`config.mk`:
```
export PLATFORM = sky130hd
export DESIGN_NAME = base64_decoder_with_validation_core
export DESIGN_NICKNAME = d
export VERILOG_FILES = /design/src/b64d_pkg.sv /design/src/base64_decoder_with_validation_core.sv /design/src/b64d_fifo.sv /design/src/b64d_front.sv /design/src/b64d_back.sv
export SDC_FILE = /design/constraint.sdc
export NUM_CORES = 1
export LEC_CHECK = 0
export ABC_AREA = 1
export BUFFER_PORTS_ARGS = -buffer_cell sky130_fd_sc_hd__buf_2
export CAP_MARGIN = 20
export CORE_UTILIZATION = 56
export CTS_CLUSTER_DIAMETER = 200
export DETAILED_ROUTE_END_ITERATION = 6
export GPL_TIMING_DRIVEN = 0
export PLACE_DENSITY = 0.76
export SYNTH_ARGS = -nofsm -noshare
export SYNTH_HDL_FRONTEND = slang
export SYNTH_SLANG_ARGS = --single-unit
```
`constraint.sdc`:
```
create_clock -name i_clk -period 4.09 [get_ports i_clk]
set_input_delay 0.2045 -clock i_clk [delete_from_list [all_inputs] [get_ports i_clk]]
set_output_delay 0.2045 -clock i_clk [all_outputs]
set_load 0.01 [all_outputs]
```
`src/b64d_pkg.sv`:
```
`timescale 1ns / 1ps
// Package for the base64 decoder: status codes, character marks, the group
// record passed from front to back, and the character-to-sextet mapping.
package b64d_pkg;

    localparam logic [1:0] ST_OK       = 2'd0;
    localparam logic [1:0] ST_BAD_CHAR = 2'd1;
    localparam logic [1:0] ST_PAD      = 2'd2;
    localparam logic [1:0] ST_LENGTH   = 2'd3;

    localparam logic [6:0] PAD_MARK = 7'd64;
    localparam logic [7:0] BAD_MARK = 8'hFF;

    // one record per closed group or per message-ending status
    typedef struct packed {
        logic [2:0][7:0] bytes;   // bytes[0] leaves first
        logic [1:0]      cnt;     // number of data bytes, 0 for a status item
        logic            eom;
        logic [1:0]      status;
    } t_rec;

    // map a character code to 0..63, PAD_MARK for '=', BAD_MARK otherwise
    function automatic logic [7:0] sextet_of(input logic [7:0] ch);
        logic [7:0] res;
        res = BAD_MARK;
        if (ch >= 8'h41 && ch <= 8'h5A) begin
            res = ch - 8'h41;
        end else if (ch >= 8'h61 && ch <= 8'h7A) begin
            res = ch - 8'h61 + 8'd26;
        end else if (ch >= 8'h30 && ch <= 8'h39) begin
            res = ch - 8'h30 + 8'd52;
        end else if (ch == 8'h2B) begin
            res = 8'd62;
        end else if (ch == 8'h2F) begin
            res = 8'd63;
        end else if (ch == 8'h3D) begin
            res = {1'b0, PAD_MARK};
        end
        return res;
    endfunction

endpackage

```
`src/base64_decoder_with_validation_core.sv`:
```
`timescale 1ns / 1ps
// Top level of the streaming base64 decoder with validation.
// Instantiates b64d_front, b64d_fifo and b64d_back; depends on b64d_pkg.
//
// Decodes one message of standard base64 text (padding required, no
// whitespace), one character per item, with i_last_char on the final one.
// Every item out is either a decoded byte (o_has_byte high, o_status zero)
// or, after an error, a single status-only item ending the message:
// status 1 invalid character, 2 misplaced padding, 3 length not a multiple
// of four. Bytes decoded before an error have already gone out; drop the
// message when a non-zero status arrives. o_end_of_message marks the last
// item of every message. Rate: one character is taken every cycle while
// the record queue has room; the output stage gives one item per cycle while
// the receiver is ready, so three bytes per four characters keeps up with a
// full-rate input stream. Decoded bytes pass through the queue register and
// then the output register. Stalls on the output side back up into the
// QUEUE_DEPTH-entry record queue before o_in_ready drops.
module base64_decoder_with_validation_core
    import b64d_pkg::*;
#(
    parameter int QUEUE_DEPTH = 4
) (
    input  logic       i_clk,
    input  logic       i_rst_n,
    // character side
    input  logic       i_in_valid,
    output logic       o_in_ready,
    input  logic [7:0] i_char_byte,
    input  logic       i_last_char,
    // decoded side
    output logic       o_out_valid,
    input  logic       i_out_ready,
    output logic [7:0] o_out_byte,
    output logic       o_has_byte,
    output logic       o_end_of_message,
    output logic [1:0] o_status
);
    logic accept;
    logic push, pop, full, empty;
    t_rec front_rec, head_rec;

    // take a character whenever the queue can hold whatever it produces
    assign o_in_ready = !full;
    assign accept     = i_in_valid && o_in_ready;

    b64d_front u_front (
        .i_clk       (i_clk),
        .i_rst_n     (i_rst_n),
        .i_accept    (accept),
        .i_char_byte (i_char_byte),
        .i_last_char (i_last_char),
        .o_push      (push),
        .o_rec       (front_rec)
    );

    b64d_fifo #(
        .WIDTH ($bits(t_rec)),
        .DEPTH (QUEUE_DEPTH)
    ) u_queue (
        .i_clk   (i_clk),
        .i_rst_n (i_rst_n),
        .i_push  (push),
        .i_data  (front_rec),
        .i_pop   (pop),
        .o_data  (head_rec),
        .o_full  (full),
        .o_empty (empty)
    );

    b64d_back u_back (
        .i_clk            (i_clk),
        .i_rst_n          (i_rst_n),
        .i_rec            (head_rec),
        .i_empty          (empty),
        .o_pop            (pop),
        .o_valid          (o_out_valid),
        .i_ready          (i_out_ready),
        .o_out_byte       (o_out_byte),
        .o_has_byte       (o_has_byte),
        .o_end_of_message (o_end_of_message),
        .o_status         (o_status)
    );
endmodule

```
`src/b64d_fifo.sv`:
```
`timescale 1ns / 1ps
// Small register queue carrying group records from front to back.
// Generic in width and depth; no package dependency.
module b64d_fifo #(
    parameter int WIDTH = 8,
    parameter int DEPTH = 4
) (
    input  logic             i_clk,
    input  logic             i_rst_n,
    input  logic             i_push,
    input  logic [WIDTH-1:0] i_data,
    input  logic             i_pop,
    output logic [WIDTH-1:0] o_data,
    output logic             o_full,
    output logic             o_empty
);
    localparam int AW = (DEPTH > 1) ? $clog2(DEPTH) : 1;
    localparam int CW = $clog2(DEPTH + 1);
    localparam logic [AW-1:0] LAST_IDX = AW'(DEPTH - 1);
    localparam logic [CW-1:0] FULL_CNT = CW'(DEPTH);

    logic [WIDTH-1:0] r_mem [DEPTH];
    logic [AW-1:0]    r_wr_ptr, r_rd_ptr;
    logic [CW-1:0]    r_count;

    assign o_data  = r_mem[r_rd_ptr];
    assign o_full  = (r_count == FULL_CNT);
    assign o_empty = (r_count == '0);

    always_ff @(posedge i_clk) begin
        if (i_push) begin
            r_mem[r_wr_ptr] <= i_data;
        end
    end

    always_ff @(posedge i_clk) begin
        if (!i_rst_n) begin
            r_wr_ptr <= '0;
            r_rd_ptr <= '0;
            r_count  <= '0;
        end else begin
            if (i_push) begin
                r_wr_ptr <= (r_wr_ptr == LAST_IDX) ? '0 : r_wr_ptr + 1'b1;
            end
            if (i_pop) begin
                r_rd_ptr <= (r_rd_ptr == LAST_IDX) ? '0 : r_rd_ptr + 1'b1;
            end
            if (i_push && !i_pop) begin
                r_count <= r_count + 1'b1;
            end else if (!i_push && i_pop) begin
                r_count <= r_count - 1'b1;
            end
        end
    end
endmodule

```
`src/b64d_front.sv`:
```
`timescale 1ns / 1ps
// Front part of the base64 decoder: classifies characters, checks padding
// and length, assembles groups into records. Depends on b64d_pkg.
module b64d_front
    import b64d_pkg::*;
(
    input  logic       i_clk,
    input  logic       i_rst_n,
    input  logic       i_accept,
    input  logic [7:0] i_char_byte,
    input  logic       i_last_char,
    output logic       o_push,
    output t_rec       o_rec
);
    logic [6:0] r_held [3];
    logic [6:0] n_held [3];
    logic [1:0] r_pos, n_pos;
    logic [1:0] r_err, n_err;

    logic [7:0] v8;
    logic [6:0] v;
    logic       bad;
    logic       grp_done;
    logic [5:0] a, b, c6, d6;
    logic [2:0][7:0] grp_bytes;
    logic [1:0] grp_cnt;

    always_comb begin
        v8  = sextet_of(i_char_byte);
        v   = v8[6:0];
        bad = (v8 == BAD_MARK);
        a   = r_held[0][5:0];
        b   = r_held[1][5:0];
        c6  = r_held[2][5:0];
        d6  = v[5:0];
        grp_bytes[0] = {a, b[5:4]};
        grp_bytes[1] = {b[3:0], c6[5:2]};
        grp_bytes[2] = {c6[1:0], d6};
        if (r_held[2] == PAD_MARK) begin
            grp_cnt = 2'd1;
        end else if (v == PAD_MARK) begin
            grp_cnt = 2'd2;
        end else begin
            grp_cnt = 2'd3;
        end

        n_held   = r_held;
        n_pos    = r_pos;
        n_err    = r_err;
        grp_done = 1'b0;
        o_push   = 1'b0;
        o_rec    = '0;

        if (r_err == ST_OK) begin
            if (bad) begin
                n_err = ST_BAD_CHAR;
            end else if (r_pos < 2'd2 && v == PAD_MARK) begin
                n_err = ST_PAD;
            end else if (r_pos != 2'd3) begin
                n_held[r_pos] = v;
                n_pos = r_pos + 2'd1;
            end else if (r_held[2] == PAD_MARK && v != PAD_MARK) begin
                n_err = ST_PAD;
            end else if ((r_held[2] == PAD_MARK || v == PAD_MARK) && !i_last_char) begin
                n_err = ST_PAD;
            end else begin
                grp_done = 1'b1;
                n_pos    = 2'd0;
            end
        end

        if (n_err == ST_OK && i_last_char && n_pos != 2'd0) begin
            n_err = ST_LENGTH;
        end

        if (n_err == ST_OK && grp_done) begin
            o_push       = i_accept;
            o_rec.bytes  = grp_bytes;
            o_rec.cnt    = grp_cnt;
            o_rec.eom    = i_last_char;
            o_rec.status = ST_OK;
        end
        if (i_last_char && n_err != ST_OK) begin
            o_push       = i_accept;
            o_rec        = '0;
            o_rec.eom    = 1'b1;
            o_rec.status = n_err;
        end

        if (i_last_char) begin
            n_held[0] = '0;
            n_held[1] = '0;
            n_held[2] = '0;
            n_pos     = '0;
            n_err     = ST_OK;
        end
    end

    always_ff @(posedge i_clk) begin
        if (!i_rst_n) begin
            r_held[0] <= '0;
            r_held[1] <= '0;
            r_held[2] <= '0;
            r_pos     <= '0;
            r_err     <= ST_OK;
        end else if (i_accept) begin
            r_held <= n_held;
            r_pos  <= n_pos;
            r_err  <= n_err;
        end
    end
endmodule

```
`src/b64d_back.sv`:
```
`timescale 1ns / 1ps
// Back part of the base64 decoder: walks the head record byte by byte into
// a registered output stage. Depends on b64d_pkg.
module b64d_back
    import b64d_pkg::*;
(
    input  logic       i_clk,
    input  logic       i_rst_n,
    input  t_rec       i_rec,
    input  logic       i_empty,
    output logic       o_pop,
    output logic       o_valid,
    input  logic       i_ready,
    output logic [7:0] o_out_byte,
    output logic       o_has_byte,
    output logic       o_end_of_message,
    output logic [1:0] o_status
);
    logic [1:0] r_idx;
    logic [1:0] items_m1;
    logic       out_free, emit, last_item;

    assign items_m1  = (i_rec.cnt == 2'd0) ? 2'd0 : i_rec.cnt - 2'd1;
    assign out_free  = !o_valid || i_ready;
    assign emit      = !i_empty && out_free;
    assign last_item = (r_idx == items_m1);
    assign o_pop     = emit && last_item;

    always_ff @(posedge i_clk) begin
        if (!i_rst_n) begin
            r_idx   <= '0;
            o_valid <= 1'b0;
        end else begin
            if (emit) begin
                r_idx   <= last_item ? 2'd0 : r_idx + 2'd1;
                o_valid <= 1'b1;
            end else if (i_ready) begin
                o_valid <= 1'b0;
            end
        end
    end

    // payload: hold until the next emit
    always_ff @(posedge i_clk) begin
        if (emit) begin
            o_out_byte       <= i_rec.bytes[r_idx];
            o_has_byte       <= (i_rec.cnt != 2'd0);
            o_end_of_message <= i_rec.eom && last_item;
            o_status         <= i_rec.status;
        end
    end
endmodule

```
Yosys cells after proc, flatten, opt, wreduce, memory -nomap -nowiden
Memory sizes are Yosys's and may differ from the RTL's. A register that Yosys moved wholly into a read port is not among the register bits.
Index checks and enable logic that the tools add are counted.

storage, ports and cells
  register bits = 47
  RAM bits = 116
  input bits = 13
  output and inout bits = 14
  logic and storage cells = 145
  memories = 1

cells by class
  add/subtract/negate cells = 12
  magnitude comparators = 10
  eq/ne operators = 14
  multiplexer cells = 55
  bitwise logic cells = 1
  reduce and logical (&&, ||, !) cells = 38

memories
  name           depth  width  read ports  clocked after memory_dff  write ports  RTL line         RTL
  u_queue.r_mem  4      29     1           1                         1            b64d_fifo.sv:22  logic [WIDTH-1:0] r_mem [DEPTH];

operator list
  kind                                                                               number
  21-bit two-way mux                                                                 5
  29-bit two-way mux                                                                 2
  8-bit two-way mux                                                                  7
  2-bit two-way mux                                                                  22
  8-bit by 6-bit == test with 1-bit output (second input constant)                   3
  21-bit bitwise mux                                                                 1
  1-bit logical AND                                                                  17
  8-bit binary-select mux with 2-bit select                                          1
  8-bit by 7-bit >= comparator with 1-bit output (second input constant)             2
  8-bit by 7-bit less-or-equal comparator with 1-bit output (second input constant)  2
  8-bit by 7-bit subtractor with 8-bit output (second input constant)                2
  7-bit demux with 2-bit select                                                      1
  7-bit == test (second input constant)                                              2
  2-bit nonzero test                                                                 7
  1-bit two-way mux                                                                  13
  2-bit by 1-bit adder with 2-bit output (second input constant)                     4
  8-bit by 5-bit adder with 8-bit output (second input constant)                     1
  8-bit by 6-bit adder with 8-bit output (second input constant)                     1
  8-bit == test (second input constant)                                              1
  8-bit by 6-bit >= comparator with 1-bit output (second input constant)             1
  8-bit by 6-bit less-or-equal comparator with 1-bit output (second input constant)  1
  2-bit logical NOT                                                                  4
  8-bit by 6-bit subtractor with 8-bit output (second input constant)                1
  7-bit two-way mux                                                                  1
  18 further kinds                                                                   28

Depth between registers and ports, before layout
  depth after elaboration = 28
  mapped depth = 30
  gate-level depth less buffers = 30

Hierarchy
A second synthesis with hierarchy kept.

second synthesis, totals
  cell total of the unflattened synthesis = 792
  area total of the unflattened synthesis = 8152.8 µm²

by module, submodules not included
  module                               times used  cells an instance  area each (µm²)  sequential area each (µm²)
  b64d_fifo                            1           340                5068.6           3663.5
  b64d_front                           1           367                2278.4           460.4
  b64d_back                            1           82                 792.0            420.4
  base64_decoder_with_validation_core  1           3                  13.8             0.0

Worst setup path before layout
Ideal clock, no wire load.

  path kind = input to register
  from = input i_char_byte[2]
  to = memory u_queue.r_mem[0][0] (netlist bit) (enable)
  setup time = 0.415 ns
  arrival time = 3.406 ns
  data required time = 3.675 ns
  path slack = 0.269 ns
  stages on the path = 22
  path buffers = 1
  path through = buf_2 -> inv_1 -> ha_1 -> nand2_1 -> nand2_1 -> nand2_1 -> nand2_1 -> nand2_4 -> nand3_1 -> nor2_2 -> nand3_1 -> nand2_1 -> inv_2 -> nand2_1 -> inv_1 -> nand2_1 -> a21oi_2 -> nand2_2 -> nand2_4 -> nand2_4 -> nand2_2 -> nor2_1

between the ends
  word-level cells in the longest chain between the ends = 26
  elaborated cells on any way between the ends = 61
  those cells by class = add/sub: 5; order compare: 6; eq/ne: 6; mux: 29; reduce/logical: 15

ends and longest elaborated chain
  element                                                                                              RTL line                                   RTL
  start, declared                                                                                      base64_decoder_with_validation_core.sv:28  input logic [7:0] i_char_byte,
  parallel branches: the longest is 6 deep, another holds 8-bit by 6-bit subtractor with 8-bit output  -
  8-bit two-way mux (*)                                                                                b64d_pkg.sv:26                             if (ch >= 8'h41 && ch <= 8'h5A) begin
  7-bit == test                                                                                        b64d_front.sv:57, b64d_front.sv:64
  1-bit logical OR                                                                                     b64d_front.sv:64                           end else if ((r_held[2] == PAD_MARK || v == PAD_MARK) && !i_last_char) begin
  1-bit logical AND                                                                                    b64d_front.sv:64
  2-bit two-way mux                                                                                    b64d_front.sv:64
  2-bit two-way mux                                                                                    b64d_front.sv:62                           end else if (r_held[2] == PAD_MARK && v != PAD_MARK) begin
  2-bit two-way mux                                                                                    b64d_front.sv:59                           end else if (r_pos != 2'd3) begin
  [4 not listed]                                                                                       -
  1-bit logical AND (2 in series)                                                                      b64d_front.sv:72                           if (n_err == ST_OK && i_last_char && n_pos != 2'd0) begin
  2-bit two-way mux                                                                                    b64d_front.sv:72
  2-bit logical NOT                                                                                    b64d_front.sv:76                           if (n_err == ST_OK && grp_done) begin
  1-bit logical AND                                                                                    b64d_front.sv:76
  1-bit two-way mux                                                                                    b64d_front.sv:76
  1-bit two-way mux (*)                                                                                b64d_front.sv:83                           if (i_last_char && n_err != ST_OK) begin
  1-bit two-way mux (*)                                                                                b64d_fifo.sv:31                            if (i_push) begin
  1-bit two-way mux (not written as such) (*)                                                          b64d_fifo.sv:32                            r_mem[r_wr_ptr] <= i_data;
  end, declared                                                                                        b64d_fifo.sv:22

Mark *: on every way between the ends.

Worst setup path in the final report
  from = input i_char_byte[2]
  to = register u_queue.r_count[2]

between the ends
  word-level cells in the longest chain between the ends = 27
  elaborated cells on any way between the ends = 64
  those cells by class = add/sub: 5; order compare: 6; eq/ne: 6; mux: 28; reduce/logical: 19

ends and longest elaborated chain
  element                                                                                              RTL line                                   RTL
  parallel branches: the longest is 6 deep, another holds 8-bit by 6-bit subtractor with 8-bit output  -
  8-bit two-way mux (*)                                                                                b64d_pkg.sv:26
  7-bit == test                                                                                        b64d_front.sv:57, b64d_front.sv:64
  1-bit logical OR                                                                                     b64d_front.sv:64
  1-bit logical AND                                                                                    b64d_front.sv:64
  2-bit two-way mux                                                                                    b64d_front.sv:64
  2-bit two-way mux                                                                                    b64d_front.sv:62
  2-bit two-way mux                                                                                    b64d_front.sv:59
  [7 not listed]                                                                                       -
  2-bit logical NOT                                                                                    b64d_front.sv:76
  1-bit logical AND                                                                                    b64d_front.sv:76
  1-bit two-way mux                                                                                    b64d_front.sv:76
  1-bit two-way mux (*)                                                                                b64d_front.sv:83
  via push                                                                                             base64_decoder_with_validation_core.sv:39  logic push, pop, full, empty;
  1-bit logical NOT                                                                                    b64d_fifo.sv:50                            end else if (!i_push && i_pop) begin
  1-bit logical AND                                                                                    b64d_fifo.sv:50
  2-bit nonzero test (no source line)                                                                  -
  end signal, assigned                                                                                 b64d_fifo.sv:49                            r_count <= r_count + 1'b1;
  end signal, assigned                                                                                 b64d_fifo.sv:51                            r_count <= r_count - 1'b1;
  end, declared                                                                                        b64d_fifo.sv:24                            logic [CW-1:0] r_count;

Mark *: on every way through the listed nets, which the timed path passes.
A chain may end at the register's enable or synchronous reset.

==> flow_summary.yaml <==
status:
  status: "finished, final reports clean"
floorplan:
  die_area_sq_um: 13800
  die_h_um: 117
  die_x_um: 117
  rows: 41
  start_util_pct: 58.2
  core_area_sq_um: 12800
  ios: 27
clocking:
  cts_tree: "yes"
  cts_max_path_buffers: 2
  cts_sinks: 163
  cts_root_buf: "clkbuf_16"
  cts.clk_slew.worst_paths_ns: 0.06
  post_cts_buffers: 0
  worstSkewPairLatency_ns: 0.43
  cts_max_level: 4
  cts_made_buffers: 17
setup_path:
  crit_family: "simple AND/OR/NAND/NOR gates"
  critPathCaptureType: "flop"
  slowest_delay_ns: 0.44
  ff2ff_path_depth: 14
  crit_required_ns: 4.39
  cp_data_arrival_time_ns: 4.00
  cp-start-kind: "primary input"
  cp_num_cells: 28
  cp_common_cell: "inv_1"
  critical_path_buf_inv_count: 6
  cpMaxStageDelayCell: "fa_1"
  cp_max_fo: 7
  crit_type: "primary input to flop"
sta:
  period_share_pct: 90.4
  finalSetupViolCount: 0
  drv_slew: 0
  worstMarginPinSlew_ns: 0.988
  fmax_mhz: 270
  slew_headroom_pct: 34.0
  whs_ns: 0.0965
  rsz0062_at_grt: "no"
  fin_crit_ns: 3.70
  skew_ns: 0.0100
  hold_viol_final: 0
global_routing:
  grt_use_total_pct: 26.4
  use_met3_pct: 4.84
  grt_antenna_before_repair: 0
  first_global_vias: 5477
  grt_max_degree: 30
  top_usage_layer: "met2"
  gr-total-overflow: 0
  grt_pass1_wl_mm: 28.2
  gr-usage-met2_pct: 45.2
  grt_util_met1_pct: 33.2
routing:
  wl_per_cell_um: 18.2
  dr.first_iter.drc_count: 633
  drc: 0
  vias: 5656
  detail-route-antenna-nets: 0
  dr.pass1.iters: 4
  wl_mm: 17.5
  viasPerCell: 5.89
power_and_ir_drop:
  comb_power_share_pct: 26.3
  power_density_nw_per_um2: 591
  cellInternalPower_mw: 3.47
  clockPowerShare_pct: 32.3
  switching_share_pct: 31.2
  p_switching_mw: 1.57
  ir_worst_vdd_mv: 0.244
  pwr-share-seq_pct: 41.4
  p_leak_nw: 3.06
finish:
  fin_nets: 808
  layout_commonest_cell: "edfxtp_1"
  num-fill-cells: 964
  mostFrequentLayoutCells: "edfxtp_1 (128), nor2_1 (111), nand2_1 (109)"
  area_growth_syn_to_layout_pct: 14.2
  final_area_sq_um: 8530
  diodes: 0
  drive_above_1_share_pct: 13.8
synthesis:
  yosysSeqAreaShare_pct: 60.8
  yosys_warnings: 0
  syn_area_per_cell_sq_um: 10.2
  ys.flop_type: "edfxtp_1"
  ys_async_sr_fraction_pct: 0
  syn-cell-area_sq_um: 7470
  synth-seq-cells: 163
  syn_nets: 761
  netlist_instances: 729
  synth_edf_count: 128
  synth.distinct_cells: 47
hold_path:
  hold_depth: 3
  min-delay-path-class: "primary input to flop"
placed_design:
  numPortBuffers: 24
  hpwlAfterDp_mm: 11.7
  gp_congestion: 0.856
  dpl_cell_area_sq_um: 7920
job:
  max_cap_violations: 0
[state kept, by name (all words and copies together), names as in the netlist, 2 cells and up, named ones only]
register           flops
u_queue.r_mem        116
u_back.o_out_byte      8
u_front.a              6
u_front.b              6
u_front.c6             6
u_queue.r_count        3
u_back.o_status        2
u_back.r_idx           2
u_front.r_err          2
u_front.r_pos          2
u_queue.r_rd_ptr       2
u_queue.r_wr_ptr       2
[path summary, 6_finish.rpt]
path | startpoint | to | slack [ns]
max | i_char_byte[2] | u_queue.r_count[2] | 0.39
min | i_rst_n | u_queue.r_wr_ptr[1] | 0.1
max reg2reg | flop | u_queue.r_count[2] | 0.57
min reg2reg | u_front.b[5] | u_front.b[5] | 0.47
[worst reg2reg max path: stages, from the launching register on]
cell      delay (ns)
dfxtp_1         0.30
clkbuf_1        0.44
inv_1           0.20
clkbuf_1        0.28
a32oi_1         0.35
o21ai_0         0.12
a32o_1          0.30
nand2_1         0.17
ha_1            0.18
inv_1           0.08
fa_1            0.44
a21oi_1         0.16
o21ai_0         0.15
o21ai_1         0.18
a21oi_1         0.06
[cell usage after synthesis, types with 2 or more instances]
library cell  instances  area (sq um)
o21ai_0              62           310
nand3_1              20           100
a32o_1                5          50.1
buf_2                 2          10.0
inv_1                64           240
a31oi_1               2          12.5
xnor2_1               2          17.5
xor2_1                5          43.8
nand2_1             110           413
a21oi_1              38           190
nand2_2               6          37.5
nand2_4               4          45.0
nand3b_1              3          22.5
edfxtp_1            128          3840
o211ai_1              4          30.0
nand4_1               7          43.8
o21ai_2               3          26.3
inv_2                 9          33.8
nor2_2                3          18.8
nor4_1                2          12.5
o221ai_1             12           105
dfxtp_1              35           701
nand4_2               4          50.1
clkbuf_1             23          86.3
nor2_4                3          33.8
o22ai_1              14          87.6
a21oi_2               3          26.3
a32oi_1               2          17.5
nor2_1              115           432
ha_1                 18           225
nand3_2               5          50.1
[stage by stage]
stage | std cells | worst slack, ns | TNS, ns | util [%] | total power [mW]
finish | 961 | 0.393 | 0 | 66.5 | 5.03
floorplan | 729 | 0.269 | 0 | - | 2.95
global placement | 925 | -1.24 | -132.73 | 60.8 | 3.34
detailed placement | 929 | -0.0632 | -0.0632 | 61.7 | 3.42
global route | 961 | 0.00888 | 0 | 66.5 | 5.26
CTS | 961 | 0.369 | 0 | 66.4 | 5.03
[power by group through the flow]
| stage | Clock (mW) | Sequential [mW] | Combinational, mW |
|---|---|---|---|
| floorplan | 0 | 2.15 | 0.799 |
| global placement | 0 | 2.12 | 1.22 |
| detailed placement | 0 | 2.12 | 1.30 |
| CTS | 1.63 | 2.09 | 1.32 |
| global route | 1.71 | 2.10 | 1.45 |
| finish | 1.63 | 2.09 | 1.32 |
[layout make-up]
cell class                      instances  area, sq um  share of cell area (%)
Buffer                                 27          108                    1.26
Tap cell                              172          215                    2.52
Multi-Input combinational cell        464         2580                    30.2
Clock inverter                         11          160                    1.88
Clock buffer                           21          440                    5.17
Inverter                               75          283                    3.32
Timing Repair Buffer                   28          199                    2.33
Sequential cell                       163         4540                    53.3
[layer usage]
metal | share of wire [%] | vias to the layer above | routed length [um]
li1 | - | 2621 | -
met4 | 2.1 | 0 | 370
met1 | 41 | 2775 | 7250
met5 | 0 | - | 0
met2 | 51 | 223 | 8890
met3 | 5.6 | 37 | 979
[timing repair]
item,4_1_cts,5_1_grt
hold buffers,0,0
gates resized for setup,0,3
endpoints found under the setup margin,0,1
[logic make-up (layout without fill, tap and decap cells)]
family	Yosys count	after routing	share of synthesized area, %
compound gates	151	151	12.2
flops	163	163	60.8
simple gates	287	287	17.6
xor+xnor	7	7	0.821
fa+ha+maj	19	19	3.28
buf+inv	102	162	5.23
(Power assumes the default switching activity.)
